--- src/sv/pid_controller_integral_separation_macros.svh ---
// ----------------------------------------------------------------------------
// PID controller assertion macros
// Small wrappers that keep the clock, reset and reporting of each check uniform.
// ----------------------------------------------------------------------------
`ifndef PID_CONTROLLER_INTEGRAL_SEPARATION_MACROS_SVH
`define PID_CONTROLLER_INTEGRAL_SEPARATION_MACROS_SVH

// The consequent must hold in the same cycle as the antecedent.
`define PIDIS_ASSERT_NOW(lbl, ante, cons, msg) \
  lbl: assert property (@(posedge clk) disable iff (rst) (ante) |-> (cons)) \
    else $error(msg);

// The consequent must hold in the cycle after the antecedent.
`define PIDIS_ASSERT_NEXT(lbl, ante, cons, msg) \
  lbl: assert property (@(posedge clk) disable iff (rst) (ante) |=> (cons)) \
    else $error(msg);

`endif

--- src/sv/pid_is_pkg.sv ---
// ----------------------------------------------------------------------------
// pid_is_pkg
// Widths, register indexes and the configuration record of the PID controller.
// ----------------------------------------------------------------------------
package pid_is_pkg;

  // Fraction bits of the Q8.8 gains.
  localparam int GAIN_FRAC_BITS = 8;

  // Field widths.
  localparam int GAIN_W   = 16;
  localparam int LIMIT_W  = 15;
  localparam int BAND_W   = 16;
  localparam int SAMPLE_W = 16;
  localparam int RATE_W   = 17;
  localparam int DRIVE_W  = 16;
  localparam int CFG_W    = 16;

  // Internal datapath widths.
  localparam int ERR_W   = SAMPLE_W + 1;       // target - measure
  localparam int INTEG_W = 16;                 // stored integral
  localparam int ISUM_W  = ERR_W + 1;          // integral plus error
  localparam int DERIV_W = ERR_W + 1;          // error difference
  localparam int PP_W    = GAIN_W + ERR_W;
  localparam int PI_W    = GAIN_W + INTEG_W;
  localparam int PD_W    = GAIN_W + DERIV_W;
  localparam int ACC_W   = PD_W + 2;
  localparam int Q_W     = ACC_W - GAIN_FRAC_BITS;

  // Register indexes on the configuration port.
  localparam int REG_IDX_W = 3;
  typedef enum logic [REG_IDX_W-1:0] {
    REG_GAIN_P          = 3'd0,
    REG_GAIN_I          = 3'd1,
    REG_GAIN_D          = 3'd2,
    REG_INTEGRAL_LIMIT  = 3'd3,
    REG_OUTPUT_LIMIT    = 3'd4,
    REG_SEPARATION_BAND = 3'd5,
    REG_DERIV_SOURCE    = 3'd6
  } reg_idx_t;

  // Live configuration seen by the datapath.
  typedef struct packed {
    logic [GAIN_W-1:0]  gain_p;
    logic [GAIN_W-1:0]  gain_i;
    logic [GAIN_W-1:0]  gain_d;
    logic [LIMIT_W-1:0] integral_limit;
    logic [LIMIT_W-1:0] output_limit;
    logic [BAND_W-1:0]  separation_band;
    logic               derivative_source;
  } cfg_t;

  // Load strobes for the datapath stages.
  typedef struct packed {
    logic ld2;
    logic ld3;
    logic ld4;
    logic ld5;
  } pipe_ctl_t;

endpackage

--- src/sv/pid_is_cfg.sv ---
// ----------------------------------------------------------------------------
// pid_is_cfg
// Configuration register file written through the plain write port.
// ----------------------------------------------------------------------------
module pid_is_cfg (
  input  logic                                clk,
  input  logic                                rst,
  input  logic                                cfg_we,
  input  logic [pid_is_pkg::REG_IDX_W-1:0]    cfg_index,
  input  logic [pid_is_pkg::CFG_W-1:0]        cfg_data,
  output pid_is_pkg::cfg_t                    cfg
);

  pid_is_pkg::cfg_t regs;

  // Decode the index and update one register; unknown indexes are ignored.
  always_ff @(posedge clk) begin
    if (rst) begin
      regs <= '0;
    end else if (cfg_we) begin
      unique case (pid_is_pkg::reg_idx_t'(cfg_index))
        pid_is_pkg::REG_GAIN_P: begin
          regs.gain_p <= cfg_data[pid_is_pkg::GAIN_W-1:0];
        end
        pid_is_pkg::REG_GAIN_I: begin
          regs.gain_i <= cfg_data[pid_is_pkg::GAIN_W-1:0];
        end
        pid_is_pkg::REG_GAIN_D: begin
          regs.gain_d <= cfg_data[pid_is_pkg::GAIN_W-1:0];
        end
        pid_is_pkg::REG_INTEGRAL_LIMIT: begin
          regs.integral_limit <= cfg_data[pid_is_pkg::LIMIT_W-1:0];
        end
        pid_is_pkg::REG_OUTPUT_LIMIT: begin
          regs.output_limit <= cfg_data[pid_is_pkg::LIMIT_W-1:0];
        end
        pid_is_pkg::REG_SEPARATION_BAND: begin
          regs.separation_band <= cfg_data[pid_is_pkg::BAND_W-1:0];
        end
        pid_is_pkg::REG_DERIV_SOURCE: begin
          regs.derivative_source <= cfg_data[0];
        end
        default: begin
        end
      endcase
    end
  end

  assign cfg = regs;

endmodule

--- src/sv/pid_is_state.sv ---
// ----------------------------------------------------------------------------
// pid_is_state
// Error, separated and clamped integral, and derivative for one sample.
// Holds the controller state, which advances as each sample leaves stage 1.
// ----------------------------------------------------------------------------
module pid_is_state (
  input  logic                                      clk,
  input  logic                                      rst,
  input  logic                                      ld2,
  input  pid_is_pkg::cfg_t                          cfg,
  input  logic signed [pid_is_pkg::SAMPLE_W-1:0]    tgt,
  input  logic signed [pid_is_pkg::SAMPLE_W-1:0]    mea,
  input  logic signed [pid_is_pkg::RATE_W-1:0]      rate,
  output logic signed [pid_is_pkg::ERR_W-1:0]       err2,
  output logic signed [pid_is_pkg::INTEG_W-1:0]     integ2,
  output logic signed [pid_is_pkg::DERIV_W-1:0]     deriv2
);

  logic signed [pid_is_pkg::ERR_W-1:0]   previous_error;
  logic signed [pid_is_pkg::INTEG_W-1:0] error_integral;

  logic signed [pid_is_pkg::ERR_W-1:0]   err_c;
  logic        [pid_is_pkg::ERR_W-1:0]   mag_c;
  logic signed [pid_is_pkg::ISUM_W-1:0]  isum_c;
  logic signed [pid_is_pkg::ISUM_W-1:0]  ilim_c;
  logic signed [pid_is_pkg::ISUM_W-1:0]  iclamp_c;
  logic signed [pid_is_pkg::DERIV_W-1:0] deriv_c;
  logic                                  separate_c;

  // Error and its magnitude.
  always_comb begin
    err_c = pid_is_pkg::ERR_W'(tgt) - pid_is_pkg::ERR_W'(mea);
    mag_c = err_c[pid_is_pkg::ERR_W-1] ? pid_is_pkg::ERR_W'(-err_c) : err_c;
  end

  // Integral: accumulate, zero outside the band, then clamp symmetrically.
  always_comb begin
    separate_c = (cfg.separation_band != '0) &&
                 (mag_c > pid_is_pkg::ERR_W'(cfg.separation_band));
    isum_c = separate_c ? '0 :
             pid_is_pkg::ISUM_W'(error_integral) + pid_is_pkg::ISUM_W'(err_c);
    ilim_c = $signed(pid_is_pkg::ISUM_W'(cfg.integral_limit));
    if (isum_c >= ilim_c) begin
      iclamp_c = ilim_c;
    end else if (isum_c <= -ilim_c) begin
      iclamp_c = -ilim_c;
    end else begin
      iclamp_c = isum_c;
    end
  end

  // Derivative from the error difference or from the external rate.
  always_comb begin
    if (cfg.derivative_source) begin
      deriv_c = pid_is_pkg::DERIV_W'(rate);
    end else begin
      deriv_c = pid_is_pkg::DERIV_W'(err_c) - pid_is_pkg::DERIV_W'(previous_error);
    end
  end

  // Controller state advances only when the sample moves on.
  always_ff @(posedge clk) begin
    if (rst) begin
      previous_error <= '0;
      error_integral <= '0;
    end else if (ld2) begin
      previous_error <= err_c;
      error_integral <= iclamp_c[pid_is_pkg::INTEG_W-1:0];
    end
  end

  // Stage 2 result registers.
  always_ff @(posedge clk) begin
    if (ld2) begin
      err2   <= err_c;
      integ2 <= iclamp_c[pid_is_pkg::INTEG_W-1:0];
      deriv2 <= deriv_c;
    end
  end

endmodule

--- src/sv/pid_is_mac.sv ---
// ----------------------------------------------------------------------------
// pid_is_mac
// Gain products, their sum, the floor shift and the output saturation.
// ----------------------------------------------------------------------------
module pid_is_mac (
  input  logic                                      clk,
  input  pid_is_pkg::pipe_ctl_t                     ctl,
  input  pid_is_pkg::cfg_t                          cfg,
  input  logic signed [pid_is_pkg::ERR_W-1:0]       err2,
  input  logic signed [pid_is_pkg::INTEG_W-1:0]     integ2,
  input  logic signed [pid_is_pkg::DERIV_W-1:0]     deriv2,
  output logic signed [pid_is_pkg::DRIVE_W-1:0]     drive5
);

  logic signed [pid_is_pkg::PP_W-1:0]  prod_p;
  logic signed [pid_is_pkg::PI_W-1:0]  prod_i;
  logic signed [pid_is_pkg::PD_W-1:0]  prod_d;
  logic signed [pid_is_pkg::ACC_W-1:0] acc;
  logic signed [pid_is_pkg::Q_W-1:0]   q_c;
  logic signed [pid_is_pkg::Q_W-1:0]   olim_c;
  logic signed [pid_is_pkg::Q_W-1:0]   qsat_c;

  // Stage 3: one product per gain.
  always_ff @(posedge clk) begin
    if (ctl.ld3) begin
      prod_p <= $signed(cfg.gain_p) * err2;
      prod_i <= $signed(cfg.gain_i) * integ2;
      prod_d <= $signed(cfg.gain_d) * deriv2;
    end
  end

  // Stage 4: exact sum with the gain fraction bits.
  always_ff @(posedge clk) begin
    if (ctl.ld4) begin
      acc <= pid_is_pkg::ACC_W'(prod_p) + pid_is_pkg::ACC_W'(prod_i) +
             pid_is_pkg::ACC_W'(prod_d);
    end
  end

  // Arithmetic shift rounds toward minus infinity; then clamp symmetrically.
  always_comb begin
    q_c    = pid_is_pkg::Q_W'(acc >>> pid_is_pkg::GAIN_FRAC_BITS);
    olim_c = $signed(pid_is_pkg::Q_W'(cfg.output_limit));
    if (q_c >= olim_c) begin
      qsat_c = olim_c;
    end else if (q_c <= -olim_c) begin
      qsat_c = -olim_c;
    end else begin
      qsat_c = q_c;
    end
  end

  // Stage 5: result register.
  always_ff @(posedge clk) begin
    if (ctl.ld5) begin
      drive5 <= qsat_c[pid_is_pkg::DRIVE_W-1:0];
    end
  end

endmodule

--- src/sv/pid_controller_integral_separation.sv ---
// ----------------------------------------------------------------------------
// pid_controller_integral_separation
// PID controller with integral separation, integral clamping and output
// saturation, one sample per word.
// ----------------------------------------------------------------------------
// Usage:
// A sample word (target, measure, rate_of_error) is taken on the input channel
// at a clock edge where in_valid is high and in_stall is low. Each sample gives
// exactly one drive word on the output channel, in order.
// The drive word of a sample passes through the input, state, product, sum and
// result registers in that order before it shows on out_valid.
// Throughput: one sample per cycle while in_stall is low. The integral and
// previous error are updated in the single state stage, so back-to-back samples
// see each other's state. When out_stall is high the result holds and the
// pipeline keeps filling; once all five stages are full, in_stall rises until
// the receiver takes a word.
// Configuration is written through cfg_we, cfg_index and cfg_data while no
// sample is in flight; writes to unknown indexes are ignored.
// Reset (rst, synchronous) clears the configuration registers, the integral and
// the previous error, and empties the pipeline.
// ----------------------------------------------------------------------------
module pid_controller_integral_separation (
  input  logic                                      clk,
  input  logic                                      rst,
  // Configuration port.
  input  logic                                      cfg_we,
  input  logic [pid_is_pkg::REG_IDX_W-1:0]          cfg_index,
  input  logic [pid_is_pkg::CFG_W-1:0]              cfg_data,
  // Input channel.
  input  logic                                      in_valid,
  output logic                                      in_stall,
  input  logic signed [pid_is_pkg::SAMPLE_W-1:0]    target,
  input  logic signed [pid_is_pkg::SAMPLE_W-1:0]    measure,
  input  logic signed [pid_is_pkg::RATE_W-1:0]      rate_of_error,
  // Output channel.
  output logic                                      out_valid,
  input  logic                                      out_stall,
  output logic signed [pid_is_pkg::DRIVE_W-1:0]     drive
);

  `include "pid_controller_integral_separation_macros.svh"

  pid_is_pkg::cfg_t      cfg;
  pid_is_pkg::pipe_ctl_t ctl;

  logic v1, v2, v3, v4, v5;
  logic rdy1, rdy2, rdy3, rdy4, rdy5;

  logic signed [pid_is_pkg::SAMPLE_W-1:0] tgt1;
  logic signed [pid_is_pkg::SAMPLE_W-1:0] mea1;
  logic signed [pid_is_pkg::RATE_W-1:0]   rate1;

  logic signed [pid_is_pkg::ERR_W-1:0]    err2;
  logic signed [pid_is_pkg::INTEG_W-1:0]  integ2;
  logic signed [pid_is_pkg::DERIV_W-1:0]  deriv2;
  logic signed [pid_is_pkg::DRIVE_W-1:0]  drive5;

  // A stage can take a word when it is empty or its word moves on.
  always_comb begin
    rdy5 = !v5 || !out_stall;
    rdy4 = !v4 || rdy5;
    rdy3 = !v3 || rdy4;
    rdy2 = !v2 || rdy3;
    rdy1 = !v1 || rdy2;
    ctl.ld2 = v1 && rdy2;
    ctl.ld3 = v2 && rdy3;
    ctl.ld4 = v3 && rdy4;
    ctl.ld5 = v4 && rdy5;
  end

  assign in_stall  = !rdy1;
  assign out_valid = v5;
  assign drive     = drive5;

  // Stage valid bits.
  always_ff @(posedge clk) begin
    if (rst) begin
      v1 <= 1'b0;
      v2 <= 1'b0;
      v3 <= 1'b0;
      v4 <= 1'b0;
      v5 <= 1'b0;
    end else begin
      if (rdy1) begin
        v1 <= in_valid;
      end
      if (rdy2) begin
        v2 <= v1;
      end
      if (rdy3) begin
        v3 <= v2;
      end
      if (rdy4) begin
        v4 <= v3;
      end
      if (rdy5) begin
        v5 <= v4;
      end
    end
  end

  // Stage 1: input register.
  always_ff @(posedge clk) begin
    if (in_valid && rdy1) begin
      tgt1  <= target;
      mea1  <= measure;
      rate1 <= rate_of_error;
    end
  end

  pid_is_cfg u_cfg (
    .clk       (clk),
    .rst       (rst),
    .cfg_we    (cfg_we),
    .cfg_index (cfg_index),
    .cfg_data  (cfg_data),
    .cfg       (cfg)
  );

  pid_is_state u_state (
    .clk    (clk),
    .rst    (rst),
    .ld2    (ctl.ld2),
    .cfg    (cfg),
    .tgt    (tgt1),
    .mea    (mea1),
    .rate   (rate1),
    .err2   (err2),
    .integ2 (integ2),
    .deriv2 (deriv2)
  );

  pid_is_mac u_mac (
    .clk    (clk),
    .ctl    (ctl),
    .cfg    (cfg),
    .err2   (err2),
    .integ2 (integ2),
    .deriv2 (deriv2),
    .drive5 (drive5)
  );

  // An accepted word lands in the input register.
  `PIDIS_ASSERT_NEXT(a_accept_fills, in_valid && !in_stall, v1, "accepted word lost")
  // The input side stalls only when every stage is full and the output waits.
  `PIDIS_ASSERT_NOW(a_stall_full, in_stall, v1 && v2 && v3 && v4 && v5 && out_stall,
    "input stalled with room in the pipeline")
  // A blocked sum stage keeps its word.
  `PIDIS_ASSERT_NEXT(a_sum_held, v4 && !rdy5, v4, "sum stage word dropped")

endmodule

--- config.mk ---
export PLATFORM = sky130hd
export DESIGN_NAME = pid_controller_integral_separation
export DESIGN_NICKNAME = d
export VERILOG_FILES = /design/src/sv/pid_is_pkg.sv /design/src/sv/pid_is_cfg.sv /design/src/sv/pid_is_state.sv /design/src/sv/pid_is_mac.sv /design/src/sv/pid_controller_integral_separation.sv
export VERILOG_INCLUDE_DIRS = /design/src /design/src/sv
export SDC_FILE = /design/constraint.sdc
export NUM_CORES = 2
export LEC_CHECK = 0
export ABC_CLOCK_PERIOD_IN_PS = 10050
export BUFFER_PORTS_ARGS = -buffer_cell sky130_fd_sc_hd__clkbuf_2
export CAP_MARGIN = 30
export CORE_UTILIZATION = 35
export CTS_BUF_LIST = sky130_fd_sc_hd__clkbuf_4 sky130_fd_sc_hd__clkbuf_8
export DETAILED_ROUTE_END_ITERATION = 10
export MAX_ROUTING_LAYER = met4
export PLACE_DENSITY = 0.52
export SLEW_MARGIN = 20
export SYNTH_ARGS = -nofsm -noshare
export SYNTH_HDL_FRONTEND = slang
export SYNTH_SLANG_ARGS = --single-unit
--- constraint.sdc ---
create_clock -name clk -period 10.05 [get_ports clk]
set_clock_uncertainty 0.15 [all_clocks]
set_input_delay 0.5025 -clock clk [delete_from_list [all_inputs] [get_ports clk]]
set_output_delay 0.5025 -clock clk [all_outputs]
set_load 0.02 [all_outputs]
==> results by group <==
Power
  • NetSw: roughly 3.2 mW
  • Leakage: 23.6 nW
  • P_int: 4.36 mW
  • Power per cell area: 136 nW/um^2
  • Clock network power share: 0.236
  • Gate power share: 0.480
  • Max IR drop VDD: roughly 0.17 mV
  • Flop pwr share: 0.284
  • Sw Share: 0.422

Clock network
  • Hold-fix buffer count after cts: 51
  • Worst skew pair latency: roughly 0.72 ns
  • # H-tree levels: 3
  • CTS tree: done
  • CTS Buffer Depth: 3
  • Worst-path clk slew: ~0.060 ns
  • Clock Sinks: 375
  • Post_cts resized: 0
  • Post-CTS setup buffers: 0
  • Root buffer cell: clkbuf_8
  • TritonCTS Buffers: 76

Drt
  • Routed WL: between 100000 and 150000 microns
  • Initial DRC count: 2116
  • Residual DRC: 4
  • Drt via density: a little under 5
  • Via count: about 36000
  • DRT Pass-1 Iters: 8
  • Final antenna-violating net count: 0
  • WL/cell: between 15 and 20 microns

Timing
  • RSZ-0062 raised after global routing: no
  • Slew HR: 0.331
  • Post-layout min period: roughly 7.8 ns
  • Final setup margin: 2.29 ns
  • Final worst path period share: 0.772
  • Slew Limit Fails: 0
  • Count of final setup violators: 0
  • Least-Margin Pin Slew: ~1.0 ns
  • Setup tns final: 0 ns
  • Fin. Hold Viols: 0
  • FMAX: 129 MHz

Yosys
  • FF+latch count, synth: between 300 and 400
  • Synth cell types: between 80 and 90
  • Post-synth EDFFs: between 200 and 250
  • Mapped Nets: approximately 6700
  • Post-synthesis async set-or-reset flop share: 0
  • Syn Area/Cell: approximately 9.5 sq um
  • Post-synthesis cell area: roughly 50000 sq um
  • Top_reg_cell synth: edfxtp_1
  • Seq/Total Area, Yosys: 0.195
  • Post-synth top area share: 0.340
  • Top cell type by total area after synthesis: fa_1
  • Top cells by area, synth: fa_1 (34%), edfxtp_1 (14%), ha_1 (11%), inv_1 (7.6%), nand2_1 (5.6%)
  • Syn Inst Count: about 5400
  • Synth Warn #: 0

Floorplan
  • Die Wd: ~380 microns
  • Initial Util: 0.353
  • Die area: approximately 150000 sq um
  • Top Ports: between 90 and 100
  • Core area: between 100000 and 150000 sq um
  • Rows: around 140
  • Die Ht: about 380 microns

Critical path
  • Critical setup path kind: reg2reg
  • Startpoint types: flip-flop
  • CP max FO: 17
  • Critical Path RT: between 10 and 15 ns
  • CP Capture Type: flip-flop
  • Critical path data arrival time: about 8 ns

Run
  • Max cap viols: 0

Finish
  • Commonest non-fill, non-tap cell in the layout: inv_1
  • Layout Nets: 6820
  • Share of cells above drive strength 1: 0.0591
  • Area Overhead vs Synth: 9.61%
  • Most frequent cells in the layout: inv_1 (1031), fa_1 (864), nand2_1 (755)

Placement
  • Post-Place Worst Slack: between 2 and 2.5 ns
  • Placer congestion estimate: 0.848
  • DP Wirelength: between 100000 and 150000 microns
  • IO buf count: 90

GRT
  • Largest net degree at the start of global routing: between 70 and 80
  • Grt ovf: 0
  • Vias in the first global route: 38700
  • Initial antenna violation count: 3
  • Wire length of the first global-routing pass: between 200000 and 250000 microns
  • Gr usage total: 0.205

Status
  • Failing checks: DRC
  • Outcome: complete, but fails checks

Worst hold path
  • HP Class: in2reg
worst max-delay path, cell delays in order, from the launching register on:
cell	delay [ns]
dfxtp_1	0.84
nand2_1	0.17
fa_1	0.54
inv_1	0.05
fa_1	0.52
inv_1	0.06
fa_1	0.49
fa_1	0.55
inv_1	0.05
fa_1	0.47
inv_1	0.05
fa_1	0.47
inv_1	0.04
ha_1	0.35
a21o_1	0.18
a21o_1	0.17
a211o_1	0.28
a21oi_1	0.34
o21ai_0	0.22
a2111oi_0	0.68
o31ai_1	0.29
nand4_1	0.15
nand4b_1	0.10
a21oi_1	0.19
xnor2_1	0.08
registers in the layout, indices dropped and copies added, names as in the netlist:
| signal | count |
|---|---|
| v4 | 1 |
| v3 | 1 |
| u_state.previous_error | 17 |
| u_cfg.cfg | 95 |
| u_mac.drive5 | 16 |
| u_state.integ2 | 16 |
| u_mac.acc | 27 |
| v1 | 1 |
| u_state.error_integral | 16 |
| tgt1 | 16 |
| u_mac.prod_p | 33 |
| v2 | 1 |
| rate1 | 17 |
| u_mac.prod_d | 34 |
| u_state.err2 | 17 |
| u_state.deriv2 | 18 |
| out_valid | 1 |
| mea1 | 16 |
| u_mac.prod_i | 32 |
through the flow:
stage / hold WS [ns] / total power, mW / util / instances / cell area, sq um
floorplan: 0.286 / 4.61 / - / 5357 / 50800
global route: 0.0640 / 8.15 / 0.387 / 7420 / 55700
finish: 0.0791 / 7.55 / 0.387 / 7422 / 55700
CTS: 0.0354 / 7.62 / 0.387 / 7415 / 55600
detailed placement: 0.297 / 5.77 / 0.372 / 7226 / 53500
global placement: 0.293 / 5.76 / 0.372 / 7225 / 53400
worst paths after layout:
| check | depth (start not counted) | slack [ns] | to | startpoint |
|---|---|---|---|---|
| setup reg to reg | 24 | 2.29 | u_mac.prod_i[30] | u_cfg.cfg[72] |
| hold reg to reg | 2 | 0.30 | u_state.previous_error[5] | u_state.previous_error[5] |
| hold / removal | 3 | 0.08 | u_cfg.cfg[78] | cfg_data[15] |
| setup / recovery | 24 | 2.29 | u_mac.prod_i[30] | u_cfg.cfg[72] |
power groups by stage:
stage	clock, mW	combinational (mW)	sequential (mW)
3_3_place_gp	0	3.58	2.17
2_1_floorplan	0	2.61	2.00
6_report	1.78	3.62	2.14
5_1_grt	1.90	4.09	2.16
3_5_place_dp	0	3.59	2.18
4_1_cts	1.84	3.63	2.15
cells by family (layout without fill, tap and decap cells):
| logic type | Yosys count | in the layout | synth area share |
|---|---|---|---|
| flip-flops | 375 | 375 | 0.195 |
| XOR/XNOR | 209 | 209 | 0.0362 |
| AND/OR/NAND/NOR | 1569 | 1569 | 0.146 |
| multiplexers | 8 | 8 | 0.00160 |
| other | 0 | 4 | 0 |
| adder cells (fa/ha/maj) | 1292 | 1292 | 0.446 |
| buffers and inverters | 1221 | 1379 | 0.0904 |
| AO/OA/AOI/OAI | 683 | 683 | 0.0842 |
synth_stat cells (14+ instances only):
cell	number
and3_1	20
o22ai_1	14
a31oi_1	37
a21o_1	88
nand3_1	49
o21ai_0	112
and2_1	343
a211oi_1	21
inv_1	1031
nand2_1	755
o21a_1	35
ha_1	428
clkbuf_1	172
nand4_1	30
xnor2_1	156
xor2_1	52
nor2b_1	31
o21bai_1	20
edfxtp_1	242
a21oi_1	257
fa_1	864
nor2_1	174
dfxtp_1	133
or3_1	15
nor3_1	44
nand2b_1	68
final cells by class:
class	instances	area [sq um]
fill	14400	88100
multi-input combinational	3761	36300
sequential	375	9930
inverter	1035	3890
tap	1903	2380
timing repair buffer	206	1490
clock buffer	112	1370
clock inverter	26	308
antenna	4	10.0
per-layer routing:
metal  wire length [microns]  vias up  global-route usage  share of wire
met3                    5630      159              0.0259          0.040
met1                   63700    18400               0.266           0.45
met2                   68000      691               0.339           0.48
met5                       0        -                   -              0
li1                        -    17000                   -              -
met4                    3360        0              0.0507          0.024
(Power assumes the default switching activity.)
